$ cat config.mk
export PLATFORM = sky130hd
export DESIGN_NAME = mouse_look_direction_vector_unit
export DESIGN_NICKNAME = d
export VERILOG_FILES = /design/src/hw/rtl/mldv_pkg.sv /design/src/hw/rtl/mouse_look_direction_vector_unit.sv
export SDC_FILE = /design/constraint.sdc
export NUM_CORES = 2
export LEC_CHECK = 0
export BUFFER_PORTS_ARGS = -buffer_cell sky130_fd_sc_hd__clkbuf_2
export CAP_MARGIN = 15
export CORE_MARGIN = 8
export CORE_UTILIZATION = 65
export DETAILED_ROUTE_END_ITERATION = 8
export MAX_ROUTING_LAYER = met4
export PLACE_DENSITY_LB_ADDON = 0.12
export SYNTH_ARGS = -nofsm -noshare
export SYNTH_HDL_FRONTEND = slang
export SYNTH_SLANG_ARGS = --single-unit
$ cat constraint.sdc
create_clock -name clk -period 16.95 [get_ports clk]
set_clock_uncertainty 0.15 [all_clocks]
set_input_delay 1.695 -clock clk [delete_from_list [all_inputs] [get_ports clk]]
set_output_delay 1.695 -clock clk [all_outputs]
set_load 0.005 [all_outputs]
$ cat src/hw/rtl/mldv_pkg.sv
// ----------------------------------------------------------------------------
// mldv_pkg
// Shared types, constants and helper functions for the mouse-look direction
// vector unit: angle ranges, state encoding, reciprocal table for the Taylor
// series divisions and the output rounding function.
// ----------------------------------------------------------------------------
`default_nettype none

package mldv_pkg;

  // field widths
  localparam int COORD_BITS      = 12;
  localparam int ANGLE_FRAC_BITS = 16;
  localparam int OUT_FRAC_BITS   = 15;
  localparam int OUT_BITS        = OUT_FRAC_BITS + 1;
  localparam int SENS_BITS       = 16;

  // internal widths
  localparam int DELTA_BITS = COORD_BITS + SENS_BITS + 1;  // signed scaled delta
  localparam int ACC_BITS   = 30;                          // yaw / pitch sums
  localparam int YAW_BITS   = 25;                          // [-180, 180) degrees
  localparam int PITCH_BITS = 24;                          // [-89, 89] degrees
  localparam int ANG_BITS   = 25;                          // [0, 360) degrees
  localparam int FOLD_BITS  = 22;                          // [0, 45] degrees
  localparam int Q30_BITS   = 30;                          // values below 1.0
  localparam int MAG_BITS   = 31;                          // values up to 1.0
  localparam int MUL_BITS   = 32;
  localparam int PROD_BITS  = 2 * MUL_BITS;

  localparam int ANG_SCALE = 1 << ANGLE_FRAC_BITS;

  // reset values
  localparam logic [SENS_BITS-1:0]  SENS_RESET   = SENS_BITS'(3277);
  localparam logic [COORD_BITS-1:0] LAST_X_RESET = COORD_BITS'(683);
  localparam logic [COORD_BITS-1:0] LAST_Y_RESET = COORD_BITS'(384);
  localparam logic signed [YAW_BITS-1:0] YAW_RESET = YAW_BITS'(-90 * ANG_SCALE);

  // angle constants
  localparam logic signed [ACC_BITS-1:0]   ACC_FULL  = ACC_BITS'(360 * ANG_SCALE);
  localparam logic signed [ACC_BITS-1:0]   ACC_HALF  = ACC_BITS'(180 * ANG_SCALE);
  localparam logic signed [ACC_BITS-1:0]   ACC_LIM   = ACC_BITS'(89 * ANG_SCALE);
  localparam logic signed [PITCH_BITS-1:0] PITCH_LIM = PITCH_BITS'(89 * ANG_SCALE);
  localparam logic signed [YAW_BITS-1:0]   YAW_HALF  = YAW_BITS'(180 * ANG_SCALE);
  localparam logic signed [ANG_BITS:0]     ANG_FULL  = (ANG_BITS + 1)'(360 * ANG_SCALE);
  localparam logic [ANG_BITS-1:0] ANG_Q45  = ANG_BITS'(45 * ANG_SCALE);
  localparam logic [ANG_BITS-1:0] ANG_Q90  = ANG_BITS'(90 * ANG_SCALE);
  localparam logic [ANG_BITS-1:0] ANG_Q180 = ANG_BITS'(180 * ANG_SCALE);
  localparam logic [ANG_BITS-1:0] ANG_Q270 = ANG_BITS'(270 * ANG_SCALE);

  // pi/180 in Q.30 and half an lsb of the degree fraction
  localparam logic [MUL_BITS-1:0]  DEG_TO_RAD = MUL_BITS'(18740330);
  localparam logic [PROD_BITS-1:0] RAD_RND    = PROD_BITS'(ANG_SCALE / 2);
  localparam logic [MAG_BITS-1:0]  ONE_Q30    = MAG_BITS'(1) << Q30_BITS;

  // series has eight divided steps and sixteen steps in all per angle pass
  localparam logic [3:0] POLY_SIN_END = 4'd7;
  localparam logic [3:0] POLY_LAST    = 4'd15;

  // rounding shifts for Q.60 products and Q.30 terms
  localparam int SHIFT_Q60 = 60 - OUT_FRAC_BITS;
  localparam int SHIFT_Q30 = 30 - OUT_FRAC_BITS;

  typedef enum logic [3:0] {
    ST_IDLE,
    ST_SCALE_X,
    ST_YAW_MOD,
    ST_SCALE_Y,
    ST_ANG_POS,
    ST_ANG_QUAD,
    ST_ANG_FOLD,
    ST_RAD,
    ST_SQR,
    ST_POLY,
    ST_OUT_X,
    ST_OUT_Z
  } mldv_state_t;

  // reciprocal multiplier and shift giving floor(v / c) exactly for v < 2^30
  typedef struct packed {
    logic [MAG_BITS-1:0] mult;
    logic [5:0]          shift;
  } mldv_recip_t;

  function automatic mldv_recip_t recip_lookup(input logic [2:0] idx);
    mldv_recip_t r;
    unique case (idx)
      3'd0: r = '{mult: MAG_BITS'(1908874354), shift: 6'd37};  // 72
      3'd1: r = '{mult: MAG_BITS'(1636178018), shift: 6'd36};  // 42
      3'd2: r = '{mult: MAG_BITS'(1717986919), shift: 6'd35};  // 20
      3'd3: r = '{mult: MAG_BITS'(1431655766), shift: 6'd33};  // 6
      3'd4: r = '{mult: MAG_BITS'(1527099484), shift: 6'd37};  // 90
      3'd5: r = '{mult: MAG_BITS'(1227133514), shift: 6'd36};  // 56
      3'd6: r = '{mult: MAG_BITS'(1145324613), shift: 6'd35};  // 30
      3'd7: r = '{mult: MAG_BITS'(1431655766), shift: 6'd34};  // 12
    endcase
    return r;
  endfunction

  // round magnitude half away from zero, saturate, return two's complement
  function automatic logic [OUT_BITS-1:0] out_round(input logic [PROD_BITS-1:0] mag,
                                                     input logic neg,
                                                     input int unsigned shift);
    logic [PROD_BITS:0] sum;
    logic [PROD_BITS:0] v;
    logic [PROD_BITS:0] lim;
    logic [PROD_BITS:0] neg_v;
    sum = {1'b0, mag} + ((PROD_BITS + 1)'(1) << (shift - 1));
    v   = sum >> shift;
    lim = (PROD_BITS + 1)'(1) << OUT_FRAC_BITS;
    if (!neg) begin
      if (v > lim - 1'b1) v = lim - 1'b1;
      neg_v = v;
    end else begin
      if (v > lim) v = lim;
      neg_v = '0 - v;
    end
    return neg_v[OUT_BITS-1:0];
  endfunction

endpackage

`default_nettype wire

$ cat src/hw/rtl/mouse_look_direction_vector_unit.sv
// ----------------------------------------------------------------------------
// mouse_look_direction_vector_unit
// Yaw/pitch camera from pointer positions: accumulates scaled pointer deltas
// into yaw and pitch and returns the unit front vector in signed Q1.15.
// ----------------------------------------------------------------------------
// One pointer beat in gives one direction beat out. The first beat after
// reset only loads the stored position, so it turns nothing, but still returns
// the vector for the current angles (yaw -90, pitch 0 after reset). All
// multiplications run through one 32x32 multiplier under a step sequencer: delta
// scaling, degree-to-radian conversion, a 16-step Horner series per angle and
// the two output products. The time from acceptance to a valid result grows
// with the yaw wrap, which adds or removes one turn per cycle, and with any
// output stall. in_tready is high only while the sequencer is idle. The
// result sits in an output register, so the next beat may be taken while the
// previous result still waits; the sequencer holds before its final load
// until that register is free. Write cfg_wdata with cfg_we only while idle.
`default_nettype none

module mouse_look_direction_vector_unit (
  input  wire logic                           clk,
  input  wire logic                           rst_n,
  // pointer_x [11:0], pointer_y [23:12]
  input  wire logic                           in_tvalid,
  output logic                                in_tready,
  input  wire logic [2*mldv_pkg::COORD_BITS-1:0] in_tdata,
  // front_x [15:0], front_y [31:16], front_z [47:32]
  output logic                                out_tvalid,
  input  wire logic                           out_tready,
  output logic [3*mldv_pkg::OUT_BITS-1:0]     out_tdata,
  // sensitivity, degrees per pixel with 16 fractional bits
  input  wire logic                           cfg_we,
  input  wire logic [mldv_pkg::SENS_BITS-1:0] cfg_wdata
);

  import mldv_pkg::*;

  mldv_state_t state_r, state_nxt;

  // architectural state
  logic [SENS_BITS-1:0]         sens_r;
  logic [COORD_BITS-1:0]        last_x_r, last_y_r;
  logic                         first_r;
  logic signed [YAW_BITS-1:0]   yaw_r;
  logic signed [PITCH_BITS-1:0] pitch_r;

  // per-item work registers
  logic                         dx_neg_r, dy_neg_r;
  logic [COORD_BITS-1:0]        dx_mag_r, dy_mag_r;
  logic signed [ACC_BITS-1:0]   acc_r;
  logic                         pass_r;
  logic [ANG_BITS-1:0]          ang_r;
  logic [1:0]                   quad_r;
  logic                         swap_r;
  logic [Q30_BITS-1:0]          x_r, x2_r, p_r, sp_r;
  logic [MAG_BITS-1:0]          t_r;
  logic [3:0]                   step_r;
  logic [MAG_BITS-1:0]          sy_mag_r, cy_mag_r, ps_mag_r, pc_mag_r;
  logic                         sy_neg_r, cy_neg_r, ps_neg_r, pc_neg_r;
  logic [OUT_BITS-1:0]          fx_r;
  logic [3*OUT_BITS-1:0]        out_data_r;
  logic                         out_valid_r;

  // shared multiplier
  logic [MUL_BITS-1:0]  mul_a, mul_b;
  logic [PROD_BITS-1:0] prod;

  logic [COORD_BITS-1:0]        px, py, base_x, base_y;
  logic signed [COORD_BITS:0]   dx, dy;
  logic                         cur_neg;
  logic [DELTA_BITS-2:0]        d_mag;
  logic signed [DELTA_BITS-1:0] delta_s;
  logic signed [ACC_BITS-1:0]   psum;
  logic                         acc_in_range;
  logic signed [YAW_BITS-1:0]   ang_src;
  logic signed [ANG_BITS:0]     ang_ext;
  mldv_recip_t                  recip;
  logic [PROD_BITS-1:0]         quo, rad_sum;
  logic [MAG_BITS-1:0]          cp_full, s_base, c_base;
  logic [MAG_BITS-1:0]          sc_s_mag, sc_c_mag;
  logic                         sc_s_neg, sc_c_neg;
  logic                         in_acc, out_load;

  assign prod = mul_a * mul_b;

  // input unpack and deltas, first beat turns nothing
  assign px     = in_tdata[COORD_BITS-1:0];
  assign py     = in_tdata[2*COORD_BITS-1:COORD_BITS];
  assign base_x = first_r ? px : last_x_r;
  assign base_y = first_r ? py : last_y_r;
  assign dx     = $signed({1'b0, px}) - $signed({1'b0, base_x});
  assign dy     = $signed({1'b0, base_y}) - $signed({1'b0, py});

  // signed scaled delta from the shared product
  assign cur_neg = (state_r == ST_SCALE_Y) ? dy_neg_r : dx_neg_r;
  assign d_mag   = prod[DELTA_BITS-2:0];
  assign delta_s = cur_neg ? -$signed({1'b0, d_mag}) : $signed({1'b0, d_mag});
  assign psum    = ACC_BITS'(pitch_r) + ACC_BITS'(delta_s);

  assign acc_in_range = !acc_r[ACC_BITS-1] && (acc_r < ACC_FULL);

  // angle for the current pass, brought into [0, 360)
  assign ang_src = pass_r ? YAW_BITS'(pitch_r) : yaw_r;
  assign ang_ext = (ANG_BITS + 1)'(ang_src) + ANG_FULL;

  // series step helpers
  assign recip   = recip_lookup(step_r[3:1]);
  assign quo     = prod >> recip.shift;
  assign rad_sum = prod + RAD_RND;
  assign cp_full = ONE_Q30 - {1'b0, prod[60:31]};

  // undo the fold and the quadrant reduction
  assign s_base = swap_r ? cp_full : {1'b0, sp_r};
  assign c_base = swap_r ? {1'b0, sp_r} : cp_full;

  always_comb begin
    case (quad_r)
      2'd0: begin
        sc_s_mag = s_base; sc_s_neg = 1'b0; sc_c_mag = c_base; sc_c_neg = 1'b0;
      end
      2'd1: begin
        sc_s_mag = c_base; sc_s_neg = 1'b0; sc_c_mag = s_base; sc_c_neg = 1'b1;
      end
      2'd2: begin
        sc_s_mag = s_base; sc_s_neg = 1'b1; sc_c_mag = c_base; sc_c_neg = 1'b1;
      end
      default: begin
        sc_s_mag = c_base; sc_s_neg = 1'b1; sc_c_mag = s_base; sc_c_neg = 1'b0;
      end
    endcase
  end

  // next state
  always_comb begin
    state_nxt = state_r;
    unique case (state_r)
      ST_IDLE:     if (in_tvalid) state_nxt = ST_SCALE_X;
      ST_SCALE_X:  state_nxt = ST_YAW_MOD;
      ST_YAW_MOD:  if (acc_in_range) state_nxt = ST_SCALE_Y;
      ST_SCALE_Y:  state_nxt = ST_ANG_POS;
      ST_ANG_POS:  state_nxt = ST_ANG_QUAD;
      ST_ANG_QUAD: state_nxt = ST_ANG_FOLD;
      ST_ANG_FOLD: state_nxt = ST_RAD;
      ST_RAD:      state_nxt = ST_SQR;
      ST_SQR:      state_nxt = ST_POLY;
      ST_POLY: begin
        if (step_r == POLY_LAST) state_nxt = pass_r ? ST_OUT_X : ST_ANG_POS;
      end
      ST_OUT_X:    state_nxt = ST_OUT_Z;
      ST_OUT_Z:    if (!out_valid_r || out_tready) state_nxt = ST_IDLE;
      default:     state_nxt = ST_IDLE;
    endcase
  end

  // sequencer outputs: handshake and multiplier operands
  always_comb begin
    in_tready = 1'b0;
    out_load  = 1'b0;
    mul_a     = '0;
    mul_b     = '0;
    unique case (state_r)
      ST_IDLE:    in_tready = 1'b1;
      ST_SCALE_X: begin
        mul_a = MUL_BITS'(dx_mag_r);
        mul_b = MUL_BITS'(sens_r);
      end
      ST_SCALE_Y: begin
        mul_a = MUL_BITS'(dy_mag_r);
        mul_b = MUL_BITS'(sens_r);
      end
      ST_RAD: begin
        mul_a = MUL_BITS'(ang_r[FOLD_BITS-1:0]);
        mul_b = DEG_TO_RAD;
      end
      ST_SQR: begin
        mul_a = MUL_BITS'(x_r);
        mul_b = MUL_BITS'(x_r);
      end
      ST_POLY: begin
        if (!step_r[0]) begin
          mul_a = (step_r[2:0] == 3'd0) ? MUL_BITS'(x2_r) : MUL_BITS'(p_r);
          mul_b = MUL_BITS'(recip.mult);
        end else begin
          mul_a = (step_r == POLY_SIN_END) ? MUL_BITS'(x_r) : MUL_BITS'(x2_r);
          mul_b = MUL_BITS'(t_r);
        end
      end
      ST_OUT_X: begin
        mul_a = MUL_BITS'(cy_mag_r);
        mul_b = MUL_BITS'(pc_mag_r);
      end
      ST_OUT_Z: begin
        mul_a    = MUL_BITS'(sy_mag_r);
        mul_b    = MUL_BITS'(pc_mag_r);
        out_load = !out_valid_r || out_tready;
      end
      default: ;
    endcase
  end

  assign in_acc = in_tvalid && in_tready;

  always_ff @(posedge clk) begin
    if (!rst_n) begin
      state_r     <= ST_IDLE;
      sens_r      <= SENS_RESET;
      last_x_r    <= LAST_X_RESET;
      last_y_r    <= LAST_Y_RESET;
      first_r     <= 1'b1;
      yaw_r       <= YAW_RESET;
      pitch_r     <= '0;
      out_valid_r <= 1'b0;
    end else begin
      state_r <= state_nxt;
      if (cfg_we) sens_r <= cfg_wdata;
      // input beat: new last position
      if (in_acc) begin
        last_x_r <= px;
        last_y_r <= py;
        first_r  <= 1'b0;
      end
      // yaw wrap, one turn per cycle
      if (state_r == ST_YAW_MOD && acc_in_range) yaw_r <= YAW_BITS'(acc_r - ACC_HALF);
      // pitch add and clamp
      if (state_r == ST_SCALE_Y) begin
        if (psum > ACC_LIM)       pitch_r <= PITCH_LIM;
        else if (psum < -ACC_LIM) pitch_r <= -PITCH_LIM;
        else                      pitch_r <= PITCH_BITS'(psum);
      end
      // output register
      if (out_load)                       out_valid_r <= 1'b1;
      else if (out_valid_r && out_tready) out_valid_r <= 1'b0;
    end
  end

  // datapath work registers
  always_ff @(posedge clk) begin
    case (state_r)
      ST_IDLE: begin
        dx_neg_r <= dx[COORD_BITS];
        dx_mag_r <= dx[COORD_BITS] ? COORD_BITS'(-dx) : dx[COORD_BITS-1:0];
        dy_neg_r <= dy[COORD_BITS];
        dy_mag_r <= dy[COORD_BITS] ? COORD_BITS'(-dy) : dy[COORD_BITS-1:0];
      end
      ST_SCALE_X: acc_r <= ACC_BITS'(yaw_r) + ACC_BITS'(delta_s) + ACC_HALF;
      ST_YAW_MOD: begin
        if (acc_r[ACC_BITS-1])    acc_r <= acc_r + ACC_FULL;
        else if (!acc_in_range)   acc_r <= acc_r - ACC_FULL;
      end
      ST_SCALE_Y: pass_r <= 1'b0;
      ST_ANG_POS: ang_r <= ang_src[YAW_BITS-1] ? ang_ext[ANG_BITS-1:0] : ANG_BITS'(ang_src);
      // quadrant and remainder
      ST_ANG_QUAD: begin
        if (ang_r >= ANG_Q270) begin
          quad_r <= 2'd3;
          ang_r  <= ang_r - ANG_Q270;
        end else if (ang_r >= ANG_Q180) begin
          quad_r <= 2'd2;
          ang_r  <= ang_r - ANG_Q180;
        end else if (ang_r >= ANG_Q90) begin
          quad_r <= 2'd1;
          ang_r  <= ang_r - ANG_Q90;
        end else begin
          quad_r <= 2'd0;
        end
      end
      // fold onto [0, 45] degrees
      ST_ANG_FOLD: begin
        swap_r <= ang_r > ANG_Q45;
        if (ang_r > ANG_Q45) ang_r <= ANG_Q90 - ang_r;
      end
      ST_RAD: x_r <= rad_sum[ANGLE_FRAC_BITS +: Q30_BITS];
      ST_SQR: begin
        x2_r   <= prod[2*Q30_BITS-1:Q30_BITS];
        step_r <= '0;
      end
      // horner series: even steps divide, odd steps multiply
      ST_POLY: begin
        step_r <= step_r + 1'b1;
        if (!step_r[0]) begin
          t_r <= ONE_Q30 - {1'b0, quo[Q30_BITS-1:0]};
        end else if (step_r == POLY_SIN_END) begin
          sp_r <= prod[2*Q30_BITS-1:Q30_BITS];
        end else if (step_r == POLY_LAST) begin
          if (!pass_r) begin
            sy_mag_r <= sc_s_mag;
            sy_neg_r <= sc_s_neg;
            cy_mag_r <= sc_c_mag;
            cy_neg_r <= sc_c_neg;
            pass_r   <= 1'b1;
          end else begin
            ps_mag_r <= sc_s_mag;
            ps_neg_r <= sc_s_neg;
            pc_mag_r <= sc_c_mag;
            pc_neg_r <= sc_c_neg;
          end
        end else begin
          p_r <= prod[2*Q30_BITS-1:Q30_BITS];
        end
      end
      ST_OUT_X: fx_r <= out_round(prod, cy_neg_r ^ pc_neg_r, SHIFT_Q60);
      ST_OUT_Z: begin
        if (out_load) begin
          out_data_r <= {out_round(prod, sy_neg_r ^ pc_neg_r, SHIFT_Q60),
                         out_round(PROD_BITS'(ps_mag_r), ps_neg_r, SHIFT_Q30),
                         fx_r};
        end
      end
      default: ;
    endcase
  end

  assign out_tvalid = out_valid_r;
  assign out_tdata  = out_data_r;

  // checks
  a_pitch_range: assert property (@(posedge clk) disable iff (!rst_n)
    (pitch_r <= PITCH_LIM) && (pitch_r >= -PITCH_LIM))
    else $error("pitch outside +-89 degrees");

  a_yaw_range: assert property (@(posedge clk) disable iff (!rst_n)
    (yaw_r >= -YAW_HALF) && (yaw_r < YAW_HALF))
    else $error("yaw outside [-180, 180) degrees");

  a_accept_starts: assert property (@(posedge clk) disable iff (!rst_n)
    (in_tvalid && in_tready) |=> (state_r == ST_SCALE_X))
    else $error("accepted beat did not start the sequencer");

  a_result_from_seq: assert property (@(posedge clk) disable iff (!rst_n)
    $rose(out_tvalid) |-> ($past(state_r) == ST_OUT_Z))
    else $error("result beat raised outside the final step");

endmodule

`default_nettype wire

Word-level counts from Yosys, hierarchy flattened:

Memory sizes are Yosys's and may differ from the RTL's. A register that Yosys moved wholly into a read port is not among the register bits.
Index checks and enable logic that the tools add are counted.

* bits in read-only memories: 232
* bits in registers: 527
* input port bits: 45
* logic and storage cells: 198
* output and inout bits: 50
* memories kept: 1

Memories
* (name not given): depth 8, bits a word 29, read ports 1, clocked after memory_dff 1, wr ports 0, line mldv_pkg.sv:86 `unique case (idx)`

* magnitude comparators: 11
* mux-type cells: 63
* multipliers: 1
* add/subtract/negate cells: 25
* shifts and indexed selects: 1
* equality and inequality tests: 24
* reductions and logical operators: 31
* bitwise gates (word level): 6

Operator list (number)
* two-way mux 16 bit: 15
* case mux 31 bit (7 select lines): 1
* two-way mux 31 bit: 5
* case mux 31 bit (5 select lines): 1
* two-way mux 25 bit: 6
* two-way mux 30 bit: 5
* case mux 25 bit (3 select lines): 1
* adder 62 x 45 -> 63 bit, second input constant: 1
* multiplier 31 x 31 -> 62 bit: 1
* right shift 62 x 6 -> 30 bit: 1
* subtractor 31 x 30 -> 31 bit, first input constant: 2
* case mux 30 bit (2 select lines): 1
* subtractor 25 bit, second input constant: 2
* two-way mux 12 bit: 4
* two-way mux 24 bit: 2
* case mux 4 bit (12 select lines): 1
* subtractor 1 x 16 -> 16 bit, first input constant: 3
* adder 46 x 16 -> 46 bit, second input constant: 1
* adder 31 x 15 -> 32 bit, second input constant: 1
* adder 24 x 29 -> 30 bit: 1
* adder 25 x 29 -> 30 bit: 1
* adder 30 x 25 -> 30 bit, second input constant: 1
* adder 30 x 26 -> 30 bit, second input constant: 1
* > comparator 30 x 24 -> 1 bit, second input constant: 1
* 49 further kinds: 103

Depth between registers and ports, before layout:

* depth after elaboration: 13
* mapped depth: 57
* mapped depth without buffers: 50

Least setup slack after synthesis:

OpenSTA, ideal clock, no wires.

* path type: reg-to-reg
* start point: register step_r[0]
* end point: register out_data_r[44], in the netlist out_tdata[44] (data pin)
* library setup time: 0.266 ns
* path slack: 3.622 ns
* stages on the path, launching flop included: 52
* data required time: 16.534 ns
* arrival time: 12.912 ns
* clock period less this slack: 13.328 ns
* buffers on the path: 7
* cells stage by stage: edfxtp_1 ha_1 nand2_1 or2_2 clkbuf_1 clkbuf_1 nor2_1 or2_2 nand2_1 nand3_1 clkbuf_1 nand2_1 fa_1 inv_1 fa_1 fa_1 inv_1 fa_1 (+16 left out) buf_2 ha_1 buf_1 nand3_1 or4_1 clkbuf_1 xnor2_1 or3_1 a21boi_2 a41o_1 buf_4 nand2_1 ha_1 nand3_1 nor3_1 and3_1 o21ai_0 nand4b_1

* longest elaborated chain between the ends: 13

Ends and longest elaborated chain
* start: declaration: line mouse_look_direction_vector_unit.sv:56 `logic [3:0] step_r;`
* start signal: assignment: line mouse_look_direction_vector_unit.sv:278 `step_r <= step_r + 1'b1;`
* == test 4 x 3 -> 1 bit / zero test 3 bit (equally long branches): line mouse_look_direction_vector_unit.sv:183, mouse_look_direction_vector_unit.sv:180
* two-way mux 30 bit (on tied branches): line mouse_look_direction_vector_unit.sv:183, mouse_look_direction_vector_unit.sv:180
* two-way mux 30 bit: line mouse_look_direction_vector_unit.sv:179 `if (!step_r[0]) begin`
* case mux 31 bit (7 select lines): line mouse_look_direction_vector_unit.sv:160 `unique case (state_r)`
* multiplier 31 x 31 -> 62 bit (*): line mouse_look_direction_vector_unit.sv:83 `assign prod = mul_a * mul_b;`
* named net prod[45]: line mouse_look_direction_vector_unit.sv:65 `logic [PROD_BITS-1:0] prod;`
* adder 62 x 45 -> 63 bit (*): line mldv_pkg.sv:107 `sum = {1'b0, mag} + ((PROD_BITS + 1)'(1) << (shift - 1));`
* > comparator 18 x 16 -> 1 bit: line mldv_pkg.sv:114 `if (v > lim) v = lim;`
* two-way mux 16 bit: line mldv_pkg.sv:114
* two-way mux 16 bit: line mldv_pkg.sv:110 `if (!neg) begin`
* two-way mux 16 bit: line mouse_look_direction_vector_unit.sv:302 `if (out_load) begin`
* two-way mux 16 bit: line mouse_look_direction_vector_unit.sv:237 `case (state_r)`
* subtractor 1 x 16 -> 16 bit: line mldv_pkg.sv:115 `neg_v = '0 - v;`
* two-way mux 16 bit (*): line mldv_pkg.sv:110
* end signal: assignment: line mouse_look_direction_vector_unit.sv:303 `out_data_r <= {out_round(prod, sy_neg_r ^ pc_neg_r, SHIFT_Q60),`
* end: declaration: line mouse_look_direction_vector_unit.sv:60 `logic [3*OUT_BITS-1:0] out_data_r;`

Mark *: on every way through the listed nets, which the timed path passes. The rest lies on a longest branch. The select of a mux whose other input is x is not followed.
A chain may end at the register's enable or synchronous reset.

Final worst setup path:

* start point: register state_r[3]
* end point: register out_data_r[46], in the netlist out_tdata[46] (data pin)

* longest elaborated chain between the ends: 12

Ends and longest elaborated chain
* start: declaration: line mouse_look_direction_vector_unit.sv:37 `mldv_state_t state_r, state_nxt;`
* start signal: assignment: line mouse_look_direction_vector_unit.sv:213 `state_r <= state_nxt;`
* == test 4 bit (tied with other cells): line mouse_look_direction_vector_unit.sv:160
* OR reduction 2 bit (no line)
* case mux 31 bit (5 select lines): line mouse_look_direction_vector_unit.sv:160
* multiplier 31 x 31 -> 62 bit (*): line mouse_look_direction_vector_unit.sv:83
* adder 62 x 45 -> 63 bit (*): line mldv_pkg.sv:107
* > comparator 18 x 16 -> 1 bit: line mldv_pkg.sv:114
* two-way mux 16 bit: line mldv_pkg.sv:114
* two-way mux 16 bit: line mldv_pkg.sv:110
* two-way mux 16 bit: line mouse_look_direction_vector_unit.sv:302
* two-way mux 16 bit: line mouse_look_direction_vector_unit.sv:237
* subtractor 1 x 16 -> 16 bit: line mldv_pkg.sv:115
* two-way mux 16 bit (*): line mldv_pkg.sv:110

Every way passes the cells marked *; elsewhere a longest branch is shown, timed or not. The select of a mux whose other input is x is not followed.

==> impl_results.rst <==
.. list-table::
   :header-rows: 1

   * - Metric
     - Value
   * - Status
     - finished clean
   * - CTS sink count
     - 529
   * - Chip width
     - about 330 um
   * - Wire length of the first global-routing pass
     - between 300 and 400 mm
   * - Origin of the critical flop-to-flop path
     - state_r[3]
   * - Number of remaining DRC errors
     - 0
   * - I/O Pins
     - 95
   * - Overall routed net length
     - approximately 220 mm
   * - Final period demand of the worst path
     - 15710 ps
   * - Transition time at the pin with the least slew margin
     - around 1300 ps
   * - Avg Cell Area, Syn
     - 8.998 sq um
   * - Startpoint of the tightest hold check path
     - fx_r[11]
   * - Worst hold-check path type
     - reg2reg
   * - Worst setup timing slack at the placement stage
     - between 1500 and 2000 ps
   * - Layout overhead on the synthesized area
     - 6.119%
   * - Number of H-tree branching levels
     - 2
   * - Post-synth top area share
     - 26.08%
   * - Vias in the first global route
     - 54360
   * - Total routing usage reported by global routing
     - 40.97%
   * - Number of synthesized register bits
     - about 530
   * - Router iterations before antenna repair
     - 8
   * - Slowest cell delay on critical path
     - approximately 970 ps
   * - Worst Path Required
     - 17160 ps
   * - Top post-synthesis cells by area
     - sky130_fd_sc_hd__fa_1 (26%), sky130_fd_sc_hd__edfxtp_1 (19%), sky130_fd_sc_hd__ha_1 (7.9%)
   * - CTS tree
     - yes
   * - Routed vias
     - 54250
   * - Pin count of the biggest net entering global routing
     - 65
   * - Cell type with the largest total area after synthesis
     - sky130_fd_sc_hd__fa_1
   * - Most frequent CP cell
     - sky130_fd_sc_hd__fa_1
   * - Gp weighted congestion
     - 1.046
   * - Cell with the largest stage delay on the worst path
     - sky130_fd_sc_hd__o21a_1
   * - Clock latency at the later pin of the worst-skew pair
     - 660 ps
   * - Avg Vias per Cell
     - 6.440
   * - TritonCTS Buffers
     - 54
   * - Effective utilization at floorplan
     - 65.59%
   * - Die ar.
     - 109600 sq um
   * - Clock Pin Slew Worst Setup and Hold Paths
     - 70 ps
   * - Mapped Area
     - 64550 sq um
   * - Share of layout cells above drive strength 1
     - roughly 7.1%
   * - Placed wire-length estimate
     - 169.5 mm
   * - Post-synth EDFFs
     - 418
   * - Count of instances resized after the clock tree is built
     - 0
   * - Maximum count of clock buffers along a single path
     - 3
   * - Post-layout nets
     - ~8400
   * - Kind of start point of the critical path
     - register
   * - Number of port buffers
     - 94
   * - Chip height
     - 331.1 um
   * - Critical Path Sink Type
     - register
   * - Net count of the mapped netlist
     - 8467
   * - Max Clock Freq
     - 0.06367 GHz
   * - Average wire per standard cell
     - 25.78 um
   * - Top FF cell, synth
     - sky130_fd_sc_hd__edfxtp_1
   * - Number of rows in the core area
     - 115
   * - Final critical-path share of the clock period
     - 92.67%
   * - TNS Setup
     - 0 ps
   * - Number of hold buffers added after cts
     - 0
   * - Max FO, Critical Path
     - 34
   * - Setup repair after global routing missed its margin
     - false
   * - Slew Limit Headroom
     - between 10% and 20%
   * - First DRT Iteration DRCs
     - 6945
   * - Number of antenna violations at the first check in global routing
     - 3
   * - Core Box Area
     - about 98000 sq um
   * - Library cell used as clock root buffer
     - sky130_fd_sc_hd__clkbuf_16
   * - Start-to-end type of the worst setup path
     - reg2reg
   * - Final critical-path setup slack
     - 1243 ps
   * - Final number of max-transition violations
     - 0
   * - # setup viols final
     - 0
   * - Proportion of register bits with asynchronous set or reset after synthesis
     - 0%
   * - Number of setup buffers added after CTS
     - 0
   * - Library cells used by synthesis
     - 124
   * - Max-capacitance violation count
     - 0
   * - Routed Antenna Nets
     - 0
   * - Worst setup path startpoint
     - state_r[3]
   * - Final Hold Violating Endpoints
     - 0
   * - Sum of overflow across all layers after global routing
     - 0
   * - Sequential share of the synthesized area
     - 22.89%
   * - Synth warnings
     - 0
   * - R2R setup slack
     - 1240 ps
   * - Arrival @ worst endpoint
     - about 16000 ps
   * - Synthesized netlist cell count
     - 7174
critical path, delay by kind of cell (launching register included):
family | cells | cell delay, ps
adder cells (fa/ha/maj) | 11 | 5600
AND/OR/NAND/NOR | 12 | 3590
buffers and inverters | 6 | 1060
AO/OA/AOI/OAI | 12 | 4370
flip-flops | 1 | 600
cell families (layout without fill, tap and decap cells):
group	count (synthesis)	after routing	share of synthesized area, %
buf+inv	1392	1353	8.205
other cells	0	1	0
xor+xnor	311	311	4.260
fa+ha+maj	1248	1248	33.97
compound gates	1089	1089	11.43
flops	529	529	22.89
simple gates	2451	2451	16.49
mux	154	154	2.754
cell type report:
class	instances	area [sq um]
Antenna cell	1	2.502
Clock buffer	75	1605
Clock inverter	27	316.6
Fill cell	7620	29920
Inverter	1010	3796
Multi-Input combinational cell	5253	44770
Sequential cell	529	14780
Tap cell	1287	1610
Timing Repair Buffer	241	1622
registers in the layout, summed over array words and instances, names as in the netlist, 25 cells and up:
signal / cells
cy_mag_r: 31
pc_mag_r: 31
sy_mag_r: 31
x_r: 30
sp_r: 30
t_r: 31
yaw_r: 25
out_tdata: 48
x2_r: 30
acc_r: 30
p_r: 30
ang_r: 25
cell usage after synthesis (all sizes together), types with 108 or more instances:
master	number
nand2	1255
inv	1000
fa	841
nor2	615
edfxtp	418
ha	407
clkbuf	333
a21oi	258
o21ai	231
xnor2	207
mux2i	113
dfxtp	111
nor3	108
cell usage in the layout, fill, tap and decap left out, types with 46 or more instances in the layout:
cell type / Yosys / layout
sky130_fd_sc_hd__dfxtp_1: 111 / 110
sky130_fd_sc_hd__and2_1: 76 / 76
sky130_fd_sc_hd__nand3_1: 94 / 94
sky130_fd_sc_hd__a31oi_1: 49 / 49
sky130_fd_sc_hd__and3_1: 47 / 46
sky130_fd_sc_hd__edfxtp_1: 418 / 418
sky130_fd_sc_hd__clkbuf_16: 0 / 58
sky130_fd_sc_hd__nand2_1: 1254 / 1253
sky130_fd_sc_hd__mux2i_1: 112 / 112
sky130_fd_sc_hd__xnor2_1: 206 / 204
sky130_fd_sc_hd__ha_1: 407 / 407
sky130_fd_sc_hd__inv_1: 993 / 993
sky130_fd_sc_hd__clkbuf_2: 1 / 94
sky130_fd_sc_hd__buf_4: 4 / 144
sky130_fd_sc_hd__nor3_1: 105 / 102
sky130_fd_sc_hd__a21oi_1: 249 / 247
sky130_fd_sc_hd__a21boi_0: 53 / 53
sky130_fd_sc_hd__a21o_1: 56 / 56
sky130_fd_sc_hd__o21a_1: 52 / 52
sky130_fd_sc_hd__xor2_1: 103 / 102
sky130_fd_sc_hd__o21ai_0: 199 / 181
sky130_fd_sc_hd__nor2b_1: 47 / 46
sky130_fd_sc_hd__fa_1: 841 / 841
sky130_fd_sc_hd__nor2_1: 611 / 608
worst paths after layout:
kind,end,depth (start not counted)
hold reg to reg,out_tdata[11],0
setup reg to reg,out_tdata[46],41
hold / removal,out_tdata[11],0
setup / recovery,out_tdata[46],41
per-layer routing:
| layer | part of all wire (%) | vias up | track usage (%) |
|---|---|---|---|
| li1 | - | 23320 | - |
| met4 | 5.7 | 0 | 18.68 |
| met1 | 38 | 26470 | 53.70 |
| met2 | 43 | 3688 | 59.79 |
| met3 | 14 | 768 | 10.97 |
| met5 | 0 | - | - |
metrics by stage:
stage / instances / area (sq um) / utilization, % / hold slack (ps)
after floorplan: 7174 / 64550 / - / 250.3
after global placement: 8316 / 66500 / 67.57 / 252.6
after detailed placement: 8317 / 66510 / 67.58 / 254.5
after CTS: 8419 / 68440 / 69.53 / 269.8
after global routing: 8423 / 68500 / 69.60 / 274.7
final: 8423 / 68500 / 69.60 / 270.1
Power is left out: the tool's default activity adds up to more than one toggle a clock period on the data nets, which glitch-free logic cannot reach.
